`config.mk`:
```
export PLATFORM = sky130hd
export DESIGN_NAME = argb_rect_fill_blend
export DESIGN_NICKNAME = d
export VERILOG_FILES = /design/src/arfb_pkg.sv /design/src/argb_rect_fill_blend.sv /design/src/arfb_walk.sv /design/src/arfb_blend.sv
export SDC_FILE = /design/constraint.sdc
export NUM_CORES = 2
export LEC_CHECK = 0
export ABC_AREA = 1
export BUFFER_PORTS_ARGS = -buffer_cell sky130_fd_sc_hd__buf_2
export CORE_UTILIZATION = 58
export DETAILED_ROUTE_END_ITERATION = 8
export GPL_ROUTABILITY_DRIVEN = 0
export HOLD_SLACK_MARGIN = 0.03
export PLACE_DENSITY = 0.79
export SKIP_CTS_REPAIR_TIMING = 1
export SLEW_MARGIN = 0
export SYNTH_ARGS = -nofsm -noshare
export SYNTH_HDL_FRONTEND = slang
export SYNTH_SLANG_ARGS = --single-unit
```
`constraint.sdc`:
```
create_clock -name i_clk -period 5.7 [get_ports i_clk]
set_input_delay 0.285 -clock i_clk [delete_from_list [all_inputs] [get_ports i_clk]]
set_output_delay 0.285 -clock i_clk [all_outputs]
set_load 0.02 [all_outputs]
```
`src/arfb_pkg.sv`:
```
// Shared types and constants for the ARGB rectangle fill blend engine.
package arfb_pkg;

    localparam int ADDR_W  = 32;
    localparam int PIX_W   = 32;
    localparam int PITCH_W = 16;
    localparam int POS_W   = 12;
    localparam int EXT_W   = 13;
    localparam int OFF_W   = 14;
    localparam int CFG_IDX_W = 3;
    localparam int CFG_DATA_W = 32;
    localparam int CH_W    = 8;
    localparam int CH_NUM  = 4;

    localparam logic [CH_W-1:0] ALPHA_CLEAR  = 8'h00;
    localparam logic [CH_W-1:0] ALPHA_OPAQUE = 8'hFF;
    localparam logic [CH_W:0]   ALPHA_ONE    = 9'h100;

    typedef enum logic [CFG_IDX_W-1:0] {
        CFG_PLANE_BASE  = 3'd0,
        CFG_PITCH_BYTES = 3'd1,
        CFG_RECT_X      = 3'd2,
        CFG_RECT_Y      = 3'd3,
        CFG_RECT_WIDTH  = 3'd4,
        CFG_RECT_HEIGHT = 3'd5,
        CFG_FILL_COLOR  = 3'd6
    } t_cfg_idx;

    // current raster position, already offset by the rectangle origin
    typedef struct packed {
        logic             active;
        logic [OFF_W-1:0] row_sum;
        logic [OFF_W-1:0] col_sum;
        logic             last;
    } t_walk_pos;

endpackage

```
`src/argb_rect_fill_blend.sv`:
```
// Rectangle fill engine: blends a constant ARGB8888 color over frame buffer pixels.
//
// Usage: program the seven registers through the write port (i_cfg_we, i_cfg_idx,
// i_cfg_data) while the engine is idle; any register write restarts the walk at
// the top left of the rectangle. Then stream the current destination pixels of
// the rectangle in raster order on the input channel (i_in_valid / o_in_ready).
// Each item yields one result on the output channel (o_out_valid / i_out_ready):
// the word address, the new pixel, a write enable (low for zero color alpha) and
// a last flag on the final pixel, after which the walk wraps to the start.
// With a zero width or height, items are taken and dropped.
// An accepted item passes the input register and then the result register, which
// drives o_out_valid; the engine takes one item per cycle while the receiver keeps
// up, set by the input register and result register pair with the address
// multiply-add and the four channel multipliers between them.
// Reset (synchronous, active low) clears the configuration registers, both counters
// and the pipeline. When the receiver stalls, the result register holds and the
// input register still takes one more item; o_in_ready then drops until data moves.
module argb_rect_fill_blend
    import arfb_pkg::*;
#(
    parameter int MAX_EXTENT = 4096
) (
    input  logic                  i_clk,
    input  logic                  i_rst_n,
    input  logic                  i_cfg_we,
    input  logic [CFG_IDX_W-1:0]  i_cfg_idx,
    input  logic [CFG_DATA_W-1:0] i_cfg_data,
    input  logic                  i_in_valid,
    output logic                  o_in_ready,
    input  logic [PIX_W-1:0]      i_dest_pixel,
    output logic                  o_out_valid,
    input  logic                  i_out_ready,
    output logic [ADDR_W-1:0]     o_pixel_address,
    output logic [PIX_W-1:0]      o_new_pixel,
    output logic                  o_write_enable,
    output logic                  o_last_pixel
);

    logic [ADDR_W-1:0]  r_plane_base;
    logic [PITCH_W-1:0] r_pitch_bytes;
    logic [POS_W-1:0]   r_rect_x, r_rect_y;
    logic [EXT_W-1:0]   r_rect_width, r_rect_height;
    logic [PIX_W-1:0]   r_fill_color;

    logic cfg_clear;
    t_walk_pos pos;

    logic               r_s1_valid, n_s1_valid;
    logic [PIX_W-1:0]   r_s1_dest;
    logic [OFF_W-1:0]   r_s1_row, r_s1_col;
    logic               r_s1_last;

    logic               r_out_valid, n_out_valid;
    logic [ADDR_W-1:0]  r_out_addr;
    logic [PIX_W-1:0]   r_out_pix;
    logic               r_out_we, r_out_last;

    logic in_acc, out_load;
    logic [OFF_W-1:0]   pitch_pix;
    logic [2*OFF_W-1:0] line_off;
    logic [ADDR_W-1:0]  addr;
    logic [PIX_W-1:0]   blend_pix;
    logic               blend_we;

    // configuration registers
    always_ff @(posedge i_clk) begin
        if (!i_rst_n) begin
            r_plane_base  <= '0;
            r_pitch_bytes <= '0;
            r_rect_x      <= '0;
            r_rect_y      <= '0;
            r_rect_width  <= '0;
            r_rect_height <= '0;
            r_fill_color  <= '0;
        end else if (i_cfg_we) begin
            unique case (t_cfg_idx'(i_cfg_idx))
                CFG_PLANE_BASE:  r_plane_base  <= i_cfg_data[ADDR_W-1:0];
                CFG_PITCH_BYTES: r_pitch_bytes <= i_cfg_data[PITCH_W-1:0];
                CFG_RECT_X:      r_rect_x      <= i_cfg_data[POS_W-1:0];
                CFG_RECT_Y:      r_rect_y      <= i_cfg_data[POS_W-1:0];
                CFG_RECT_WIDTH:  r_rect_width  <= i_cfg_data[EXT_W-1:0];
                CFG_RECT_HEIGHT: r_rect_height <= i_cfg_data[EXT_W-1:0];
                CFG_FILL_COLOR:  r_fill_color  <= i_cfg_data[PIX_W-1:0];
                default: ;
            endcase
        end
    end

    always_comb begin
        cfg_clear = 1'b0;
        if (i_cfg_we) begin
            unique case (t_cfg_idx'(i_cfg_idx))
                CFG_PLANE_BASE, CFG_PITCH_BYTES, CFG_RECT_X, CFG_RECT_Y,
                CFG_RECT_WIDTH, CFG_RECT_HEIGHT, CFG_FILL_COLOR: cfg_clear = 1'b1;
                default: cfg_clear = 1'b0;
            endcase
        end
    end

    arfb_walk #(
        .MAX_EXTENT(MAX_EXTENT)
    ) u_walk (
        .i_clk        (i_clk),
        .i_rst_n      (i_rst_n),
        .i_clear      (cfg_clear),
        .i_step       (in_acc),
        .i_rect_x     (r_rect_x),
        .i_rect_y     (r_rect_y),
        .i_rect_width (r_rect_width),
        .i_rect_height(r_rect_height),
        .o_pos        (pos)
    );

    // handshake
    assign out_load   = r_s1_valid && (!r_out_valid || i_out_ready);
    assign o_in_ready = !r_s1_valid || out_load;
    assign in_acc     = i_in_valid && o_in_ready;

    always_comb begin
        n_s1_valid = r_s1_valid;
        if (in_acc) begin
            n_s1_valid = pos.active;
        end else if (out_load) begin
            n_s1_valid = 1'b0;
        end
        n_out_valid = r_out_valid;
        if (out_load) begin
            n_out_valid = 1'b1;
        end else if (i_out_ready) begin
            n_out_valid = 1'b0;
        end
    end

    always_ff @(posedge i_clk) begin
        if (!i_rst_n) begin
            r_s1_valid  <= 1'b0;
            r_out_valid <= 1'b0;
        end else begin
            r_s1_valid  <= n_s1_valid;
            r_out_valid <= n_out_valid;
        end
    end

    // input register
    always_ff @(posedge i_clk) begin
        if (in_acc) begin
            r_s1_dest <= i_dest_pixel;
            r_s1_row  <= pos.row_sum;
            r_s1_col  <= pos.col_sum;
            r_s1_last <= pos.last;
        end
    end

    assign pitch_pix = OFF_W'(r_pitch_bytes[PITCH_W-1:2]);
    assign line_off  = r_s1_row * pitch_pix;
    assign addr      = r_plane_base + ADDR_W'(line_off) + ADDR_W'(r_s1_col);

    arfb_blend u_blend (
        .i_color(r_fill_color),
        .i_dst  (r_s1_dest),
        .o_pixel(blend_pix),
        .o_write(blend_we)
    );

    // result register
    always_ff @(posedge i_clk) begin
        if (out_load) begin
            r_out_addr <= addr;
            r_out_pix  <= blend_pix;
            r_out_we   <= blend_we;
            r_out_last <= r_s1_last;
        end
    end

    assign o_out_valid     = r_out_valid;
    assign o_pixel_address = r_out_addr;
    assign o_new_pixel     = r_out_pix;
    assign o_write_enable  = r_out_we;
    assign o_last_pixel    = r_out_last;

endmodule

```
`src/arfb_walk.sv`:
```
// Raster walker: column and row counters over the fill rectangle.
module arfb_walk
    import arfb_pkg::*;
#(
    parameter int MAX_EXTENT = 4096
) (
    input  logic             i_clk,
    input  logic             i_rst_n,
    input  logic             i_clear,
    input  logic             i_step,
    input  logic [POS_W-1:0] i_rect_x,
    input  logic [POS_W-1:0] i_rect_y,
    input  logic [EXT_W-1:0] i_rect_width,
    input  logic [EXT_W-1:0] i_rect_height,
    output t_walk_pos        o_pos
);

    localparam int CNT_W = (MAX_EXTENT > 4096) ? EXT_W :
                           ((MAX_EXTENT > 1) ? $clog2(MAX_EXTENT) : 1);

    logic [CNT_W-1:0] r_col, n_col;
    logic [CNT_W-1:0] r_row, n_row;
    logic [EXT_W-1:0] w_eff, h_eff;
    logic [EXT_W-1:0] w_last, h_last;
    logic             active, end_line, last;

    assign w_eff = (32'(i_rect_width) > 32'(MAX_EXTENT)) ? EXT_W'(MAX_EXTENT) : i_rect_width;
    assign h_eff = (32'(i_rect_height) > 32'(MAX_EXTENT)) ? EXT_W'(MAX_EXTENT) : i_rect_height;
    assign w_last = w_eff - EXT_W'(1);
    assign h_last = h_eff - EXT_W'(1);

    assign active   = (w_eff != '0) && (h_eff != '0);
    assign end_line = EXT_W'(r_col) >= w_last;
    assign last     = end_line && (EXT_W'(r_row) >= h_last);

    always_comb begin
        n_col = r_col;
        n_row = r_row;
        if (i_clear) begin
            n_col = '0;
            n_row = '0;
        end else if (i_step) begin
            if (!active) begin
                n_col = '0;
                n_row = '0;
            end else if (end_line) begin
                n_col = '0;
                n_row = last ? '0 : r_row + CNT_W'(1);
            end else begin
                n_col = r_col + CNT_W'(1);
            end
        end
    end

    always_ff @(posedge i_clk) begin
        if (!i_rst_n) begin
            r_col <= '0;
            r_row <= '0;
        end else begin
            r_col <= n_col;
            r_row <= n_row;
        end
    end

    assign o_pos.active  = active;
    assign o_pos.row_sum = OFF_W'(i_rect_y) + OFF_W'(r_row);
    assign o_pos.col_sum = OFF_W'(i_rect_x) + OFF_W'(r_col);
    assign o_pos.last    = last;

endmodule

```
`src/arfb_blend.sv`:
```
// Per-channel source-over blend of the fill color onto one destination pixel.
module arfb_blend
    import arfb_pkg::*;
(
    input  logic [PIX_W-1:0] i_color,
    input  logic [PIX_W-1:0] i_dst,
    output logic [PIX_W-1:0] o_pixel,
    output logic             o_write
);

    logic [CH_W-1:0] alpha;
    logic [CH_W:0]   inv;
    logic [PIX_W-1:0] mixed;

    assign alpha = i_color[PIX_W-1 -: CH_W];
    assign inv   = ALPHA_ONE - {1'b0, alpha};

    for (genvar c = 0; c < CH_NUM; c++) begin : g_ch
        logic [2*CH_W:0] prod;
        logic [CH_W+1:0] sum;
        assign prod = inv * i_dst[c*CH_W +: CH_W];
        assign sum  = {1'b0, prod[2*CH_W:CH_W]} + (CH_W+2)'(i_color[c*CH_W +: CH_W]);
        assign mixed[c*CH_W +: CH_W] = (sum > (CH_W+2)'(ALPHA_OPAQUE)) ? ALPHA_OPAQUE
                                                                       : sum[CH_W-1:0];
    end

    always_comb begin
        if (alpha == ALPHA_CLEAR) begin
            o_pixel = i_dst;
            o_write = 1'b0;
        end else if (alpha == ALPHA_OPAQUE) begin
            o_pixel = i_color;
            o_write = 1'b1;
        end else begin
            o_pixel = mixed;
            o_write = 1'b1;
        end
    end

endmodule

```
==> results.sh <==
export IMPL_status="finished with violations"
export IMPL_violations="negative setup slack"
export IMPL_worstPathRequired_ns=6.01
export IMPL_cts_buffers=34
export IMPL_die_area_um2=52500
export IMPL_finalClockSkew_ns=0.0225
export IMPL_worst_slew_pin_slew_ns=1.22
export IMPL_power_uw=11400
export IMPL_path_delay_family="adder cells"
export IMPL_crit_type="reg2reg"
export IMPL_place_area_um2=33300
export IMPL_synth_seq_cells=279
export IMPL_p_int_uw=6650
export IMPL_avgSynthCellArea_um2=8.06
export IMPL_grt_pass1_vias=24900
export IMPL_clock_fmax_mhz=158
export IMPL_vias=26100
export IMPL_pwr_share_comb_pct=59.2
export IMPL_period_minus_slack_ns=6.33
export IMPL_synth_top_area_share_pct=22.7
export IMPL_setup_violations=32
export IMPL_drt_wl_total_um=82400
export IMPL_cts_tree="yes"
export IMPL_die_w_um=229
export IMPL_post_place_ws_ns=-0.584
export IMPL_period_share_pct=111
export IMPL_critPathMaxStageDelay_ns=0.55
export IMPL_antenna_found_initial=3
export IMPL_synth_nets=4446
export IMPL_worst_ep_arrival_time_ns=6.64
export IMPL_power_switching_uw=4730
export IMPL_p_leak_uw=0.0188
export IMPL_grt_max_degree=76
export IMPL_cts_root_buf="clkbuf_16"
export IMPL_crit_path_end_kind="register"
export IMPL_slew_headroom_pct=18.6
export IMPL_cts_buffer_depth=3
export IMPL_wl_per_cell_um=17.1
export IMPL_row_count=82
export IMPL_r2r_end="o_new_pixel[22]"
export IMPL_drive_gt1_share_pct=17.9
export IMPL_die_height_um=229
export IMPL_ys_top_cells_by_area="fa_1 23%, ha_1 14%, edfxtp_1 13%, dfxtp_1 10%, inv_1 9.9%"
export IMPL_port_buffers=139
export IMPL_clkPwrFrac_pct=20.3
export IMPL_ff2ff_setup_slack_ns=-0.63
export IMPL_ir_worst_vdd_mv=0.282
export IMPL_pwr_density_cell_nw_per_um2=317
export IMPL_min_from="i_out_ready"
export IMPL_sw_frac_of_total_pct=41.6
export IMPL_synth_cells=3711
export IMPL_htree_levels=2
export IMPL_tns_ns=-15.94
export IMPL_finalMaxSlewViolations=0
export IMPL_crit_start="r_fill_color[25]"
export IMPL_worstHoldPathCells=4
export IMPL_hold_viol=0
export IMPL_synth_top_area_cell="fa_1"
export IMPL_cts_sinks=279
export IMPL_ant_nets=0
export IMPL_grt_pass1_wl_um=126000
export IMPL_syn_cell_area_um2=29900
export IMPL_r2r_start="r_fill_color[25]"
export IMPL_drt_iter0_drc=2242
export IMPL_path_clk_slew_ns=0.06
export IMPL_crit_path_top_delay_cell="fa_1"
export IMPL_path_buf_inv=3
export IMPL_floorplan_initialDensity_pct=59.2
export IMPL_fin_area_um2=36000
export IMPL_area_delta_synth_final_pct=20.3
export IMPL_startpoint_type="register"
export IMPL_ios=140
export IMPL_crit_fanout=5
export IMPL_worstRegToRegCells=29
export IMPL_final_nets=4854
export IMPL_setup_ws_ns=-0.629
export IMPL_synthDistinctLibCells=53
export IMPL_power_frac_seq_pct=20.5
export IMPL_rsz0062_at_grt="yes"
export IMPL_cap_violations=0
export IMPL_grt_remaining_overflow=0
export IMPL_yosysSeqAreaShare_pct=22.9
export IMPL_yosys_warnings=0
export IMPL_first_pass_iters=7
export IMPL_core_area_um2=50500
export IMPL_clk_latency_ns=0.57
export IMPL_hold_end="o_out_valid"
export IMPL_post_dp_hpwl_um=61400
export IMPL_fillCellCount=3665
export IMPL_drc=0
export IMPL_vias_per_cell=5.42
export IMPL_hold_path_class="in2reg"
export IMPL_grt_usage_pct=30.0
[worst min-delay path, cell delays in order]
cell and delay [ns]:
buf_2 0.07, inv_1 0.07, nand2_1 0.06, a21oi_1 0.06
[placed cells by master, fill, tap and decap left out, types with 45 or more instances in the layout]
cell type,instances
nand3_1,62
fa_1,327
nand4_1,45
o21ai_0,186
nor2_1,443
nand2_1,610
edfxtp_1,125
a21oi_1,161
ha_1,296
dfxtp_1,142
inv_1,765
buf_2,138
xor2_1,66
buf_4,272
[per-layer routing]
layer	routed length, µm	track usage (%)	up-vias
li1	-	-	12300
met1	33500	40.2	12400
met2	37600	47.6	1208
met3	8310	7.43	221
met4	2930	10.0	2
met5	8	0	-
[worst max path at each step]
stage | cells past startpoint | endpoint | slack (ns)
3_5_place_dp | 29 | o_new_pixel[19] | -0.58
3_3_place_gp | 29 | o_new_pixel[17] | -0.42
4_1_cts | 29 | o_new_pixel[19] | -0.65
2_1_floorplan | 35 | o_new_pixel[10] | -0.08
5_1_grt | 33 | o_new_pixel[29] | -0.88
6_report | 29 | o_new_pixel[22] | -0.63
[flip-flops by register name (all words and copies together), names as in the netlist]
name             cells
o_new_pixel         32
r_rect_x            12
r_fill_color        32
r_plane_base        32
o_pixel_address     32
r_rect_y            12
r_rect_height       13
u_walk.r_col        12
u_walk.r_row        12
r_s1_row            13
r_pitch_bytes       14
r_s1_col            13
r_rect_width        13
o_out_valid          1
r_s1_last            1
o_write_enable       1
o_last_pixel         1
r_s1_dest           32
r_s1_valid           1
[synth_stat cells, drive strengths merged]
cell / n
a31oi: 7
nand2b: 1
o21ai: 220
a21o: 5
ha: 324
a21boi: 7
nor2: 463
nand2: 653
a22oi: 1
o41ai: 2
or2: 18
o31a: 1
o311ai: 2
and3: 1
dfxtp: 154
o21bai: 9
xor2: 69
clkbuf: 84
o31ai: 1
nor3: 26
nand4: 46
a221oi: 2
buf: 16
and2: 2
xnor2: 44
a21oi: 193
fa: 339
o211ai: 4
a211oi: 6
inv: 798
nand3: 75
edfxtp: 125
nor4: 5
nand3b: 5
o21a: 3
[stage by stage]
stage	hold slack, ns	utilization, %	cells
floorplan	0.384	-	3711
global placement	0.433	65.9	4673
detailed placement	0.415	65.9	4673
CTS	-0.131	68.2	4735
global route	0.0478	71.2	4818
finish	0.0320	71.2	4819
[power by group through the flow]
stage	clock network (µW)	registers (µW)	logic, µW
2_1_floorplan	0	2390	4150
3_5_place_dp	0	2370	6070
6_report	2310	2330	6740
3_3_place_gp	0	2370	5890
4_1_cts	2340	2330	6140
5_1_grt	2410	2340	7500
[cells by family after synthesis]
group / Yosys count / synth area share [%]
simple gates: 1295 / 17.7
fa+ha+maj: 663 / 36.3
flops: 279 / 22.9
xor+xnor: 113 / 3.31
buf+inv: 898 / 11.4
compound gates: 463 / 8.43
[cell type report]
class                           count  area [µm²]  share of cell area, %
Clock inverter                     18         245                  0.682
Clock buffer                       44         920                   2.56
Antenna cell                        2        5.00                 0.0139
Sequential cell                   279        6860                   19.1
Multi-Input combinational cell   2534       20600                   57.3
Inverter                          798        3030                   8.43
Timing Repair Buffer              472        3450                   9.60
Tap cell                          672         841                   2.34
No activity file was read; power rests on OpenSTA's default activity.
